### config.mk
export PLATFORM = sky130hd
export DESIGN_NAME = pixel_shader_input_table_builder_flat
export DESIGN_NICKNAME = d
export VERILOG_FILES = /design/src/hw/rtl/pstb_pkg.sv /design/src/hw/rtl/pstb_if.sv /design/src/hw/rtl/pstb_apb_regs.sv /design/src/hw/rtl/pstb_step.sv /design/src/hw/rtl/pstb_core.sv /design/src/hw/rtl/pixel_shader_input_table_builder.sv /design/src/flat_wrapper.sv
export SDC_FILE = /design/constraint.sdc
export NUM_CORES = 1
export LEC_CHECK = 0
export BUFFER_PORTS_ARGS = -buffer_cell sky130_fd_sc_hd__clkbuf_2
export CORE_MARGIN = 1.5
export CORE_UTILIZATION = 35
export DETAILED_ROUTE_END_ITERATION = 7
export SKIP_CTS_REPAIR_TIMING = 1
export SYNTH_ARGS = -nofsm -noshare
export SYNTH_HDL_FRONTEND = slang
export SYNTH_SLANG_ARGS = --single-unit
### constraint.sdc
create_clock -name clk -period 12.9 [get_ports clk]
set_input_delay 1.935 -clock clk [delete_from_list [all_inputs] [get_ports clk]]
set_output_delay 1.935 -clock clk [all_outputs]
set_load 0.02 [all_outputs]
### src/hw/rtl/pstb_pkg.sv
// shared widths, codes, register decode and record types of the input table builder
package pstb_pkg;

  localparam int MAX_INPUTS_DEF = 32;

  localparam int WORD_W = 32;
  localparam int CNT_W  = 6;
  localparam int SEM_W  = 8;
  localparam int POS_W  = 5;
  localparam int PGEN_W = 4;
  localparam int GPR_W  = 7;
  localparam int KEY_W  = 64;

  localparam int APB_ADDR_W = 3;
  localparam int APB_DATA_W = 32;

  // register index as taken from paddr[2]
  localparam logic REG_PS_IN_CONTROL = 1'b0;

  // transaction kinds
  localparam logic ACT_BEGIN = 1'b0;
  localparam logic ACT_WORD  = 1'b1;

  // key mixing
  localparam int              KEY_ROT_LEFT  = 7;
  localparam int              PGEN_ROT      = 7;
  localparam int              GPR_ROT       = 3;
  localparam logic [KEY_W-1:0] POS_KEY_ADD  = 64'h33;

  // control word bit positions
  localparam int FLAT_BIT   = 10;
  localparam int NOPERS_BIT = 12;

  typedef struct packed {
    logic              pos_en;
    logic [POS_W-1:0]  pos_addr;
    logic [PGEN_W-1:0] pgen;
    logic [GPR_W-1:0]  pgen_gpr;
    logic [CNT_W-1:0]  count;
  } ctl_t;

  typedef struct packed {
    logic [KEY_W-1:0] key;
    logic [CNT_W-1:0] next_entry;
    logic [CNT_W-1:0] count;
  } state_t;

  typedef struct packed {
    logic [CNT_W-1:0]  entry_index;
    logic [SEM_W-1:0]  semantic_id;
    logic              is_position;
    logic              is_flat;
    logic              no_perspective;
    logic [PGEN_W-1:0] param_gen;
    logic [GPR_W-1:0]  param_gen_gpr;
    logic [CNT_W-1:0]  entry_count;
    logic [KEY_W-1:0]  table_key;
    logic              accepted;
    logic              table_done;
  } result_t;

  function automatic ctl_t decode_ctl(input logic [WORD_W-1:0] w);
    ctl_t c;
    c.count    = w[5:0];
    c.pos_en   = w[8];
    c.pos_addr = w[14:10];
    c.pgen     = w[18:15];
    c.pgen_gpr = w[25:19];
    return c;
  endfunction

endpackage

### src/hw/rtl/pstb_if.sv
// stream interfaces for control word and table entry transactions
interface pstb_in_if;
  logic                       valid;
  logic                       ready;
  logic                       action;
  logic [pstb_pkg::WORD_W-1:0] control_word;

  modport source (output valid, action, control_word, input ready);
  modport sink   (input valid, action, control_word, output ready);
endinterface

interface pstb_out_if;
  logic                        valid;
  logic                        ready;
  logic [pstb_pkg::CNT_W-1:0]  entry_index;
  logic [pstb_pkg::SEM_W-1:0]  semantic_id;
  logic                        is_position;
  logic                        is_flat;
  logic                        no_perspective;
  logic [pstb_pkg::PGEN_W-1:0] param_gen;
  logic [pstb_pkg::GPR_W-1:0]  param_gen_gpr;
  logic [pstb_pkg::CNT_W-1:0]  entry_count;
  logic [pstb_pkg::KEY_W-1:0]  table_key;
  logic                        accepted;
  logic                        table_done;

  modport source (output valid, entry_index, semantic_id, is_position, is_flat,
                  no_perspective, param_gen, param_gen_gpr, entry_count, table_key,
                  accepted, table_done, input ready);
  modport sink   (input valid, entry_index, semantic_id, is_position, is_flat,
                  no_perspective, param_gen, param_gen_gpr, entry_count, table_key,
                  accepted, table_done, output ready);
endinterface

### src/hw/rtl/pstb_apb_regs.sv
// apb register file holding the shader input control register
module pstb_apb_regs (
  input  logic                             clk,
  input  logic                             rst,
  input  logic                             psel,
  input  logic                             penable,
  input  logic                             pwrite,
  input  logic [pstb_pkg::APB_ADDR_W-1:0]  paddr,
  input  logic [pstb_pkg::APB_DATA_W-1:0]  pwdata,
  output logic [pstb_pkg::APB_DATA_W-1:0]  prdata,
  output logic                             pready,
  output logic [pstb_pkg::WORD_W-1:0]      ps_in_control
);

  logic wr_en;
  logic sel_ctl;

  assign pready  = 1'b1;
  assign sel_ctl = (paddr[2] == pstb_pkg::REG_PS_IN_CONTROL);
  assign wr_en   = psel && penable && pwrite && pready;

  always_ff @(posedge clk) begin
    if (rst) begin
      ps_in_control <= '0;
    end else if (wr_en && sel_ctl) begin
      ps_in_control <= pwdata[pstb_pkg::WORD_W-1:0];
    end
  end

  assign prdata = sel_ctl ? ps_in_control : '0;

endmodule

### src/hw/rtl/pstb_step.sv
// per-transaction table step: key seeding, key mixing and entry decode
module pstb_step #(
  parameter int MAX_INPUTS = pstb_pkg::MAX_INPUTS_DEF
) (
  input  logic                         action,
  input  logic [pstb_pkg::WORD_W-1:0]  control_word,
  input  logic [pstb_pkg::WORD_W-1:0]  ps_in_control,
  input  pstb_pkg::state_t             state,
  output pstb_pkg::state_t             state_next,
  output pstb_pkg::result_t            result
);

  localparam int KW = pstb_pkg::KEY_W;
  localparam int CW = pstb_pkg::CNT_W;
  localparam int RL = pstb_pkg::KEY_ROT_LEFT;

  pstb_pkg::ctl_t ctl;
  logic [CW-1:0]  cnt_clamped;
  logic [KW-1:0]  seed;
  logic [KW-1:0]  pgen_term;
  logic [KW-1:0]  gpr_term;
  logic [KW-1:0]  mix_sum;
  logic [KW-1:0]  mix_rot;
  logic [CW-1:0]  entry_inc;
  logic           pos_hit;

  always_comb begin
    ctl = pstb_pkg::decode_ctl(ps_in_control);

    cnt_clamped = (ctl.count > CW'(MAX_INPUTS)) ? CW'(MAX_INPUTS) : ctl.count;

    // rotate-right of narrow fields is a fixed bit placement
    pgen_term = KW'(ctl.pgen) << (KW - pstb_pkg::PGEN_ROT);
    gpr_term  = {ctl.pgen_gpr[pstb_pkg::GPR_ROT-1:0],
                 {(KW-pstb_pkg::GPR_W){1'b0}},
                 ctl.pgen_gpr[pstb_pkg::GPR_W-1:pstb_pkg::GPR_ROT]};

    seed = '0;
    if (ctl.pos_en) begin
      seed = KW'(ctl.pos_addr) + KW'(1);
    end
    if (ctl.pgen != '0) begin
      seed = seed + pgen_term + gpr_term;
    end

    mix_sum   = state.key + KW'(control_word);
    mix_rot   = {mix_sum[KW-RL-1:0], mix_sum[KW-1:KW-RL]};
    entry_inc = state.next_entry + CW'(1);
    pos_hit   = ctl.pos_en && (state.next_entry == CW'(ctl.pos_addr));

    state_next = state;

    result.entry_index    = '0;
    result.semantic_id    = '0;
    result.is_position    = 1'b0;
    result.is_flat        = 1'b0;
    result.no_perspective = 1'b0;
    result.param_gen      = ctl.pgen;
    result.param_gen_gpr  = (ctl.pgen != '0) ? ctl.pgen_gpr : '0;
    result.accepted       = 1'b1;
    result.table_done     = 1'b1;

    if (action == pstb_pkg::ACT_BEGIN) begin
      state_next.key        = seed;
      state_next.next_entry = '0;
      state_next.count      = cnt_clamped;
      result.table_done     = (cnt_clamped == '0);
    end else if (state.next_entry < state.count) begin
      result.entry_index    = state.next_entry;
      if (pos_hit) begin
        result.is_position  = 1'b1;
        state_next.key      = mix_rot + pstb_pkg::POS_KEY_ADD;
      end else begin
        result.semantic_id    = control_word[pstb_pkg::SEM_W-1:0];
        result.is_flat        = control_word[pstb_pkg::FLAT_BIT];
        result.no_perspective = control_word[pstb_pkg::NOPERS_BIT];
        state_next.key        = mix_rot;
      end
      state_next.next_entry = entry_inc;
      result.table_done     = (entry_inc >= state.count);
    end else begin
      // word beyond the count, state left alone
      result.entry_index = state.next_entry;
      result.accepted    = 1'b0;
    end

    result.entry_count = state_next.count;
    result.table_key   = state_next.key;
  end

endmodule

### src/hw/rtl/pstb_core.sv
// input register, table state and result register around the step logic
module pstb_core #(
  parameter int MAX_INPUTS = pstb_pkg::MAX_INPUTS_DEF
) (
  input  logic                        clk,
  input  logic                        rst,
  input  logic [pstb_pkg::WORD_W-1:0] ps_in_control,
  pstb_in_if.sink                     words,
  pstb_out_if.source                  entries
);

  logic                        in_valid;
  logic                        in_action;
  logic [pstb_pkg::WORD_W-1:0] in_word;
  logic                        out_valid;
  pstb_pkg::result_t           out_data;
  pstb_pkg::state_t            state;
  pstb_pkg::state_t            state_next;
  pstb_pkg::result_t           step_result;
  logic                        advance;

  assign advance     = !out_valid || entries.ready;
  assign words.ready = !in_valid || advance;

  pstb_step #(.MAX_INPUTS(MAX_INPUTS)) u_step (
    .action        (in_action),
    .control_word  (in_word),
    .ps_in_control (ps_in_control),
    .state         (state),
    .state_next    (state_next),
    .result        (step_result)
  );

  always_ff @(posedge clk) begin
    if (rst) begin
      in_valid  <= 1'b0;
      out_valid <= 1'b0;
      state     <= '0;
    end else begin
      if (words.ready) begin
        in_valid <= words.valid;
      end
      if (advance) begin
        out_valid <= in_valid;
        if (in_valid) begin
          state <= state_next;
        end
      end
    end
  end

  // payload registers
  always_ff @(posedge clk) begin
    if (words.valid && words.ready) begin
      in_action <= words.action;
      in_word   <= words.control_word;
    end
    if (advance && in_valid) begin
      out_data <= step_result;
    end
  end

  assign entries.valid          = out_valid;
  assign entries.entry_index    = out_data.entry_index;
  assign entries.semantic_id    = out_data.semantic_id;
  assign entries.is_position    = out_data.is_position;
  assign entries.is_flat        = out_data.is_flat;
  assign entries.no_perspective = out_data.no_perspective;
  assign entries.param_gen      = out_data.param_gen;
  assign entries.param_gen_gpr  = out_data.param_gen_gpr;
  assign entries.entry_count    = out_data.entry_count;
  assign entries.table_key      = out_data.table_key;
  assign entries.accepted       = out_data.accepted;
  assign entries.table_done     = out_data.table_done;

endmodule

### src/hw/rtl/pixel_shader_input_table_builder.sv
// top level of the pixel shader input table builder
//
// words carries input transactions: action 0 begins a table from the
// ps_in_control register, action 1 supplies the next per-input control word.
// entries carries one result transaction per input transaction: the table
// entry, the clamped count, parameter generation fields and the running key.
// ps_in_control lies at byte address 0 of the apb port; write it only while
// no transaction is in flight.
// an input transaction is registered in the input register on acceptance and
// its result is registered in the result register. one transaction per cycle
// is sustained while entries.ready stays high; the key update is a 64-bit add,
// a fixed rotate and, for the position entry, a constant add.
// synchronous reset clears the key, the entry counter, the count, the
// register and both valid flags. when the receiver stalls the result
// register holds, one more transaction waits in the input register, and
// then words.ready drops until entries.ready returns.
module pixel_shader_input_table_builder #(
  parameter int MAX_INPUTS = pstb_pkg::MAX_INPUTS_DEF
) (
  input  logic                            clk,
  input  logic                            rst,
  input  logic                            psel,
  input  logic                            penable,
  input  logic                            pwrite,
  input  logic [pstb_pkg::APB_ADDR_W-1:0] paddr,
  input  logic [pstb_pkg::APB_DATA_W-1:0] pwdata,
  output logic [pstb_pkg::APB_DATA_W-1:0] prdata,
  output logic                            pready,
  pstb_in_if.sink                         words,
  pstb_out_if.source                      entries
);

  logic [pstb_pkg::WORD_W-1:0] ps_in_control;

  pstb_apb_regs u_regs (
    .clk           (clk),
    .rst           (rst),
    .psel          (psel),
    .penable       (penable),
    .pwrite        (pwrite),
    .paddr         (paddr),
    .pwdata        (pwdata),
    .prdata        (prdata),
    .pready        (pready),
    .ps_in_control (ps_in_control)
  );

  pstb_core #(.MAX_INPUTS(MAX_INPUTS)) u_core (
    .clk           (clk),
    .rst           (rst),
    .ps_in_control (ps_in_control),
    .words         (words),
    .entries       (entries)
  );

endmodule

### src/flat_wrapper.sv
// flat-port wrapper written by rule: the top's interface ports become plain ports
module pixel_shader_input_table_builder_flat 
#(
  parameter int MAX_INPUTS = pstb_pkg::MAX_INPUTS_DEF
)
  (clk, rst, psel, penable, pwrite, paddr, pwdata, prdata, pready, words_valid, words_action, words_control_word, words_ready, entries_valid, entries_entry_index, entries_semantic_id, entries_is_position, entries_is_flat, entries_no_perspective, entries_param_gen, entries_param_gen_gpr, entries_entry_count, entries_table_key, entries_accepted, entries_table_done, entries_ready);
  pstb_in_if words_i ();
  pstb_out_if entries_i ();
  input  logic clk;
  input  logic rst;
  input  logic psel;
  input  logic penable;
  input  logic pwrite;
  input  logic [pstb_pkg::APB_ADDR_W-1:0] paddr;
  input  logic [pstb_pkg::APB_DATA_W-1:0] pwdata;
  output logic [pstb_pkg::APB_DATA_W-1:0] prdata;
  output logic pready;
  input wire logic [$bits(words_i.valid)-1:0] words_valid;
  input wire logic [$bits(words_i.action)-1:0] words_action;
  input wire logic [$bits(words_i.control_word)-1:0] words_control_word;
  output wire logic [$bits(words_i.ready)-1:0] words_ready;
  output wire logic [$bits(entries_i.valid)-1:0] entries_valid;
  output wire logic [$bits(entries_i.entry_index)-1:0] entries_entry_index;
  output wire logic [$bits(entries_i.semantic_id)-1:0] entries_semantic_id;
  output wire logic [$bits(entries_i.is_position)-1:0] entries_is_position;
  output wire logic [$bits(entries_i.is_flat)-1:0] entries_is_flat;
  output wire logic [$bits(entries_i.no_perspective)-1:0] entries_no_perspective;
  output wire logic [$bits(entries_i.param_gen)-1:0] entries_param_gen;
  output wire logic [$bits(entries_i.param_gen_gpr)-1:0] entries_param_gen_gpr;
  output wire logic [$bits(entries_i.entry_count)-1:0] entries_entry_count;
  output wire logic [$bits(entries_i.table_key)-1:0] entries_table_key;
  output wire logic [$bits(entries_i.accepted)-1:0] entries_accepted;
  output wire logic [$bits(entries_i.table_done)-1:0] entries_table_done;
  input wire logic [$bits(entries_i.ready)-1:0] entries_ready;
  assign words_i.valid = words_valid;
  assign words_i.action = words_action;
  assign words_i.control_word = words_control_word;
  assign words_ready = words_i.ready;
  assign entries_valid = entries_i.valid;
  assign entries_entry_index = entries_i.entry_index;
  assign entries_semantic_id = entries_i.semantic_id;
  assign entries_is_position = entries_i.is_position;
  assign entries_is_flat = entries_i.is_flat;
  assign entries_no_perspective = entries_i.no_perspective;
  assign entries_param_gen = entries_i.param_gen;
  assign entries_param_gen_gpr = entries_i.param_gen_gpr;
  assign entries_entry_count = entries_i.entry_count;
  assign entries_table_key = entries_i.table_key;
  assign entries_accepted = entries_i.accepted;
  assign entries_table_done = entries_i.table_done;
  assign entries_i.ready = entries_ready;
  pixel_shader_input_table_builder #(.MAX_INPUTS(MAX_INPUTS)) u_core (.clk(clk), .rst(rst), .psel(psel), .penable(penable), .pwrite(pwrite), .paddr(paddr), .pwdata(pwdata), .prdata(prdata), .pready(pready), .words(words_i), .entries(entries_i));
endmodule
* Word level (Yosys, flattened, before mapping)
Cells that the tools add are included.
Storage, ports and cells: bits in registers 243, latch bits 0, memory bits (writable) 0, ROM bits 0, output and inout bits 135, logic and storage cells 61, memories 0
Cells by class: add/subtract/negate cells 6, multipliers 0, div/mod/pow operators 0, magnitude comparators 3, equality and inequality tests 2, shifts and indexed selects 0, mux-type cells 12, bitwise operators 3, reductions and logical operators 16
Operators with widths (number):
- two-way mux 70 bit | 2
- two-way mux 64 bit | 2
- adder 64 x 32 -> 64 bit | 1
- adder 64 x 6 -> 64 bit, second input constant | 1
- adder 64 x 61 -> 64 bit | 1
- adder 64 bit | 1
- two-way mux 32 bit | 1
- two-way mux 6 bit | 3
- adder 5 x 1 -> 6 bit, second input constant | 1
- adder 6 x 1 -> 6 bit, second input constant | 1
- equality test 6 x 5 -> 1 bit | 1
- greater-or-equal comparator 6 bit | 1
- > comparator 6 bit, second input constant | 1
- logical AND 1 bit | 6
- logical NOT 6 bit | 1
- < comparator 6 bit | 1
- two-way mux 1 bit | 4
- AND reduction 2 bit | 2
- nonzero test 4 bit | 1
- inverter 1 bit | 3
- AND reduction 3 bit | 1
- OR reduction 3 bit | 1
- logical NOT 1 bit | 2
- logical OR 1 bit | 2
- inequality test 2 x 1 -> 1 bit, second input constant | 1

* Longest topological paths before layout
Gate-level depths: netlist of the first run.
depth after elaboration 6, gate-level depth with buffers 18, depth with buffers taken out 17

* By module
Synthesis of the first run repeated with hierarchy kept, for this count alone.
Second synthesis, totals: cells, all modules 1785, area total of the unflattened synthesis 16384.5 um2
Modules (own cells, without submodules):
- pstb_core | instances 1, cells an instance 473, area an instance 7479.7 um2, seq. area each 5555.3 um2
- pstb_step | instances 1, cells an instance 1135, area an instance 7208.2 um2, seq. area each 0.0 um2
- pstb_apb_regs | instances 1, cells an instance 177, area an instance 1696.6 um2, seq. area each 640.6 um2

* Least setup slack after synthesis of the first run
OpenSTA, ideal clock, no wires.
path type input-to-reg, from in entries_ready, to reg, netlist name u_core.u_core.state[74], library setup time 328 ps, arrival time 5590 ps, required time 12572 ps, path slack 6982 ps, cell stages on the path 6, cell sequence nor2b_1 > nand2b_1 > clkbuf_1 > inv_1 > clkbuf_1 > a41oi_1
On the way: longest elaborated chain between the ends 2
RTL lines:
- start: declaration | RTL line flat_wrapper.sv:34 | input wire logic [$bits(entries_i.ready)-1:0] entries_ready;
- logical OR 1 bit | RTL line pstb_core.sv:22 | assign advance = !out_valid || entries.ready;
- AND reduction 2 bit (no line)
No other way between the ends. A chain may end at the register's enable or synchronous reset.

==> results of run 1 <==
[sequential cells by signal (all words and copies together), names as in the netlist]
| signal | cells |
|---|---|
| u_core.u_core.entries.is_flat | 1 |
| u_core.u_core.in_action | 1 |
| u_core.u_core.entries.semantic_id | 8 |
| u_core.u_core.entries.no_perspective | 1 |
| u_core.u_core.entries.param_gen_gpr | 7 |
| u_core.u_regs.ps_in_control | 32 |
| u_core.u_core.in_valid | 1 |
| u_core.u_core.entries.entry_count | 6 |
| u_core.u_core.entries.table_key | 64 |
| u_core.u_core.in_word | 32 |
| u_core.u_core.state | 76 |
| u_core.u_core.entries.param_gen | 4 |
| u_core.u_core.entries.is_position | 1 |
| u_core.u_core.entries.entry_index | 6 |
| u_core.u_core.entries.table_done | 1 |
| u_core.u_core.entries.valid | 1 |
| u_core.u_core.entries.accepted | 1 |
[cell families (layout without fill, tap and decap cells)]
group | after synthesis | after routing | share of synthesized area (%)
simple gates | 659 | 659 | 22.76
compound gates | 412 | 412 | 18.39
flops | 243 | 243 | 42.71
buf+inv | 131 | 300 | 3.743
xor+xnor | 117 | 117 | 7.064
fa+ha+maj | 53 | 53 | 4.675
mux | 9 | 9 | 0.6297
other cells | 1 | 1 | 0.02585
[power breakdown]
| part | leakage [µW] | switching (µW) | total (µW) | internal, µW |
|---|---|---|---|---|
| Sequential | 0.00215 | 13.7 | 855 | 841 |
| Combinational | 0.00350 | 119 | 171 | 51.7 |
| Clock | 0.000442 | 327 | 791 | 464 |
| Total | 0.00609 | 460 | 1820 | 1360 |
[cell usage after synthesis (11+ instances only)]
master	number	area share, %
o21a_1	14	0.72
a22o_1	18	1.1
or3_1	12	0.52
buf_2	16	0.55
xor2_1	47	2.8
and2_1	27	1.2
dfxtp_1	110	15
nand3_1	48	1.7
a211oi_1	22	1.1
ha_1	51	4.4
clkbuf_1	72	1.9
edfxtp_1	133	28
xnor2_1	70	4.2
nor4_1	16	0.69
o211ai_1	12	0.62
or4_1	12	0.62
nand2_1	236	6.1
and3_1	29	1.3
nor2b_1	39	1.7
nand4_1	27	1.2
o21ai_0	103	3.6
a21oi_1	124	4.3
nor2_1	107	2.8
nand2b_1	12	0.52
inv_1	29	0.75
nor3_1	39	1.3
a31oi_1	11	0.47
nand3b_1	11	0.57
[cell type report]
class                           instances  area, µm²
Fill cell                            4067      24010
Multi-Input combinational cell       1251       7792
Sequential cell                       243       6196
Timing Repair Buffer                  222       1151
Clock buffer                           39      782.0
Tap cell                              532      665.6
Clock inverter                         10      123.9
Inverter                               29      111.4
[metrics by stage]
step | setup slack, ns | instances | cell area [µm²] | util, % | total power (µW)
floorplan | 6.982 | 1625 | 14510 | - | 978.1
global placement | 7.310 | 2277 | 15920 | 38.98 | 1040
detailed placement | 7.265 | 2277 | 15920 | 38.98 | 1042
CTS | 7.252 | 2326 | 16820 | 41.20 | 1836
global route | 6.915 | 2326 | 16820 | 41.20 | 1884
finish | 7.228 | 2326 | 16820 | 41.20 | 1817
[layer usage]
layer / vias up / part of all wire [%] / track usage (%) / routed length, µm
met3: 56 / 5.9 / 2.559 / 2698
li1: 6206 / - / - / -
met4: 0 / 1.5 / 4.425 / 698
met2: 407 / 47 / 33.72 / 21280
met1: 6248 / 46 / 29.61 / 20930
met5: - / 0 / 0 / 0
[tightest hold or removal path, stage by stage (launching register included)]
cell and delay [ns]:
dfxtp_1 0.31, nand2_1 0.05, a21oi_1 0.05
[worst paths after layout]
| check | from | slack, ns | endpoint |
|---|---|---|---|
| max | u_core.u_core.in_word[10] | 7.23 | u_core.u_core.entries.table_key[58] |
| min | u_core.u_core.state[4] | 0.45 | u_core.u_core.state[4] |
| max reg2reg | u_core.u_core.in_word[10] | 7.23 | u_core.u_core.entries.table_key[58] |
| min reg2reg | u_core.u_core.state[4] | 0.45 | u_core.u_core.state[4] |
==> results.yml, run 1 <==
die:
  initial_core_util_pct: 35.53
  num_rows: 74
  die_area_um2: 42680
  die-height_um: 206.6
  die_w_um: 206.6
  io-pin-count: 210
  coreArea_um2: 40830
critical_path:
  required_ns: 13.14
  path_class: "reg -> reg"
  arrival_ns: 5.92
  worst-path-stages: 15
  cp.buffers_inverters: 0
  reg2regPathDepth: 15
  critPathTopFamily: "compound AO/OA/AOI/OAI gates"
  cp_max_fo: 12
  crit_slowest_cell: "a211oi_2"
  cpPeakStageDelay_ns: 0.62
  start_kind: "flop"
  crit_chain: "ha_1 -> a21oi_1 -> o21ai_0 -> a221oi_2 -> or4_4 -> a31o_2 -> nor3_1 -> xnor2_1 -> ha_1 -> a211o_1 -> a211oi_2 -> nand2_1 -> nor3_1 -> xor2_1 -> o21ai_0"
  end_kind: "flop"
cells_and_area:
  mostFrequentLayoutCells: "nand2_1, clkbuf_2, edfxtp_1, a21oi_1, dfxtp_1"
  n_antenna_cell: 0
  nets: 1902
  final_common_cell: "nand2_1"
  synthToLayoutAreaGrowth_pct: 15.97
  drive_gt1_share_pct: 17.17
route:
  ant_nets: 0
  drtIter0Drc: 928
  dr.pass1.iters: 7
  vias: 12920
  drc_errors: 0
  avgViaCountPerCell: 5.553
  routed_wl_um: 45610
  wl_per_cell_um: 19.61
cts:
  clk_pin_slew_ns: 0.06
  clk_latency_ns: 0.57
  htree_levels: 1
  cts_buffers: 27
  clock_sinks: 243
  cts_tree: "done"
  root_buffer: "clkbuf_16"
  clk_path_buf_depth: 3
synthesis:
  synth_flop_cell: "edfxtp_1"
  ys_seq_elements: 243
  synth_edf_count: 133
  yosysWarnings: 0
  postSynthCellCount: 1625
  async_reset_ff_share_pct: 0
  syn_avg_cell_area_um2: 8.927
  synth_cell_types: 93
  syn_nets: 1753
  syn_area_um2: 14510
  yosysSeqAreaShare_pct: 42.71
min_path:
  hold_path_depth: 2
  holdCritPathClass: "reg -> reg"
sta:
  fin_skew_ns: 0.02818
  finalMaxSlewViolations: 0
  min_period_over_period_pct: 43.97
  finalHoldViolCount: 0
  worst_pin_slew_ns: 1.070
  period_needed_ns: 5.672
  setup_violations: 0
  maxSlewHeadroom_pct: 28.59
  fin_tns_setup_ns: 0
  max_freq_mhz: 176.3
  grt_setup_unrepaired: "no"
  fin_hold_ws_ns: 0.4524
global_route:
  grt.total_usage_pct: 20.79
  grt_pass1_vias: 11800
  grt_max_degree: 76
  grt-ovfl-total: 0
  grt_pass1_wl_um: 69270
  antenna_found_initial: 0
place:
  place_hpwl_um: 33610
  port_buffers: 206
  gp_congestion: 0.9439
pwr:
  max-vdd-ir-drop_v: 0.0001044
  cellPowerDensity_nw_per_um2: 108.0
  p_leak_uw: 0.006089
status:
  status: "finished clean"
job:
  maxCapViolations: 0
Note: power is estimated with default switching activity, not from simulation.
==> inputs of run 2 (changes only) <==
==> constraint.sdc (replaced) <==
create_clock -name clk -period 5.75 [get_ports clk]
set_input_delay 0.8625 -clock clk [delete_from_list [all_inputs] [get_ports clk]]
set_output_delay 0.8625 -clock clk [all_outputs]
set_load 0.02 [all_outputs]
==> results.yml, run 2 (synthesis gave the netlist of run 1 again) <==
status:
  status: "finished clean"
cells_and_area:
  largest_reg_flops: 76
  multiInputGateArea_um2: 7790
  final_common_cell: "nand2_1"
  drive_gt1_share_pct: 17.33
  n_antenna_cell: 0
  nets: 1908
  seq_area_um2: 6196
  synthToLayoutAreaGrowth_pct: 16.25
  nFillCells: 4071
  mostFrequentLayoutCells: "nand2_1, clkbuf_2, edfxtp_1, a21oi_1, dfxtp_1"
  top_register: "u_core.u_core.state"
  layout.cells.non_filler: 2332
global_route:
  antenna_found_initial: 0
  grt_max_degree: 83
  grt-ovfl-total: 0
  grt.total_usage_pct: 20.83
  grt_pass1_wl_um: 68950
  grt_pass1_vias: 11960
sta:
  min_period_over_period_pct: 90.60
  worst_pin_slew_ns: 1.108
  finalMaxSlewViolations: 0
  setup_violations: 0
  max_freq_mhz: 192.0
  maxSlewHeadroom_pct: 26.06
  finalHoldViolCount: 0
  fin_tns_setup_ns: 0
  grt_setup_unrepaired: "no"
  fin_skew_ns: 0.03107
  period_needed_ns: 5.209
place:
  place_hpwl_um: 33700
  port_buffers: 206
  place_inst: 2283
  gp_congestion: 0.9428
cts:
  root_buffer: "clkbuf_16"
  htree_levels: 1
  clock_sinks: 243
  clk_path_buf_depth: 3
  cts_tree: "done"
  cts_buffers: 27
  clk_latency_ns: 0.58
  clk_pin_slew_ns: 0.06
critical_path:
  arrival_ns: 5.50
  startpoint: "u_core.u_core.in_word[8]"
  crit_slowest_cell: "a311oi_1"
  cp.buffers_inverters: 0
  cpPeakStageDelay_ns: 0.60
  r2r_start: "u_core.u_core.in_word[8]"
  path_class: "reg -> reg"
  start_kind: "flop"
  required_ns: 6.04
  cp_max_fo: 10
  end_kind: "flop"
  crit_chain: "ha_1 -> a21oi_1 -> o21a_1 -> o22ai_1 -> nor4_1 -> a311oi_1 -> nand4_1 -> nand3b_1 -> nor2_1 -> nand4_1 -> or4_1 -> a21oi_1 -> a211oi_1"
  critPathTopFamily: "simple AND/OR/NAND/NOR gates"
pwr:
  p_int_uw: 3050
  combPwrFrac_pct: 9.4
  p_switching_uw: 1028
  max-vdd-ir-drop_v: 0.0001989
  p_seq_share_pct: 47.1
  p_clk_share_pct: 43.5
  p_leak_uw: 0.006105
  switching_share_pct: 25.22
  cellPowerDensity_nw_per_um2: 241.8
route:
  vias: 12800
  drc_errors: 0
  dr.pass1.iters: 5
  ant_nets: 0
  wl_per_cell_um: 19.55
  avgViaCountPerCell: 5.491
  drtIter0Drc: 1018
  routed_wl_um: 45580
die:
  coreArea_um2: 40830
  io-pin-count: 210
  die_w_um: 206.6
  num_rows: 74
  die-height_um: 206.6
  initial_core_util_pct: 35.53
  die_area_um2: 42680
min_path:
  holdCritPathClass: "reg -> reg"
  min_from: "u_core.u_regs.ps_in_control[9]"
job:
  maxCapViolations: 0
-- run 2: final cells by class --
cell class                      count  area share [%]
Clock buffer                       37           4.407
Clock inverter                     12          0.9571
Timing Repair Buffer              228           7.093
Multi-Input combinational cell   1251           46.19
Inverter                           29          0.6603
Sequential cell                   243           36.74
Tap cell                          532           3.947
-- run 2: routing by layer --
metal,vias up,GRT usage (%),share of wire (%)
li1,6233,-,-
met3,49,2.308,5.1
met4,0,5.383,1.9
met1,6187,29.12,46
met2,335,34.17,47
met5,-,0,0
-- run 2: final timing paths --
path,end,slack [ns],cells past startpoint
worst max-delay path,u_core.u_core.entries.table_key[63],0.54,13
worst min-delay path,u_core.u_regs.ps_in_control[9],0.45,2
worst min register to register,u_core.u_regs.ps_in_control[9],0.45,2
worst max register to register,u_core.u_core.entries.table_key[63],0.54,13
-- run 2: power groups by stage --
stage	Clock [µW]	Sequential (µW)	Combinational, µW
5_1_grt	1880	1920	417
3_3_place_gp	0	1960	381
6_report	1770	1920	384
3_5_place_dp	0	1960	383
2_1_floorplan	0	1990	207
4_1_cts	1820	1920	385
-- run 2: per-stage QoR --
step                worst slack, ns  power [µW]  util (%)  hold slack (ns)  instance area (µm²)
detailed placement           0.6422        2339     39.09           0.4440                15960
floorplan                    0.9044        2194         -           0.4318                14510
finish                       0.5408        4078     41.30           0.4487                16860
global placement             0.6484        2337     39.09           0.4381                15960
global route                 0.3521        4221     41.30           0.4403                16860
CTS                          0.6058        4127     41.30           0.4301                16860
-- run 2: worst min-delay path: stages, from the launching register on --
cell and delay, ns:
dfxtp_1 0.30, nand2_1 0.05, a21oi_1 0.05
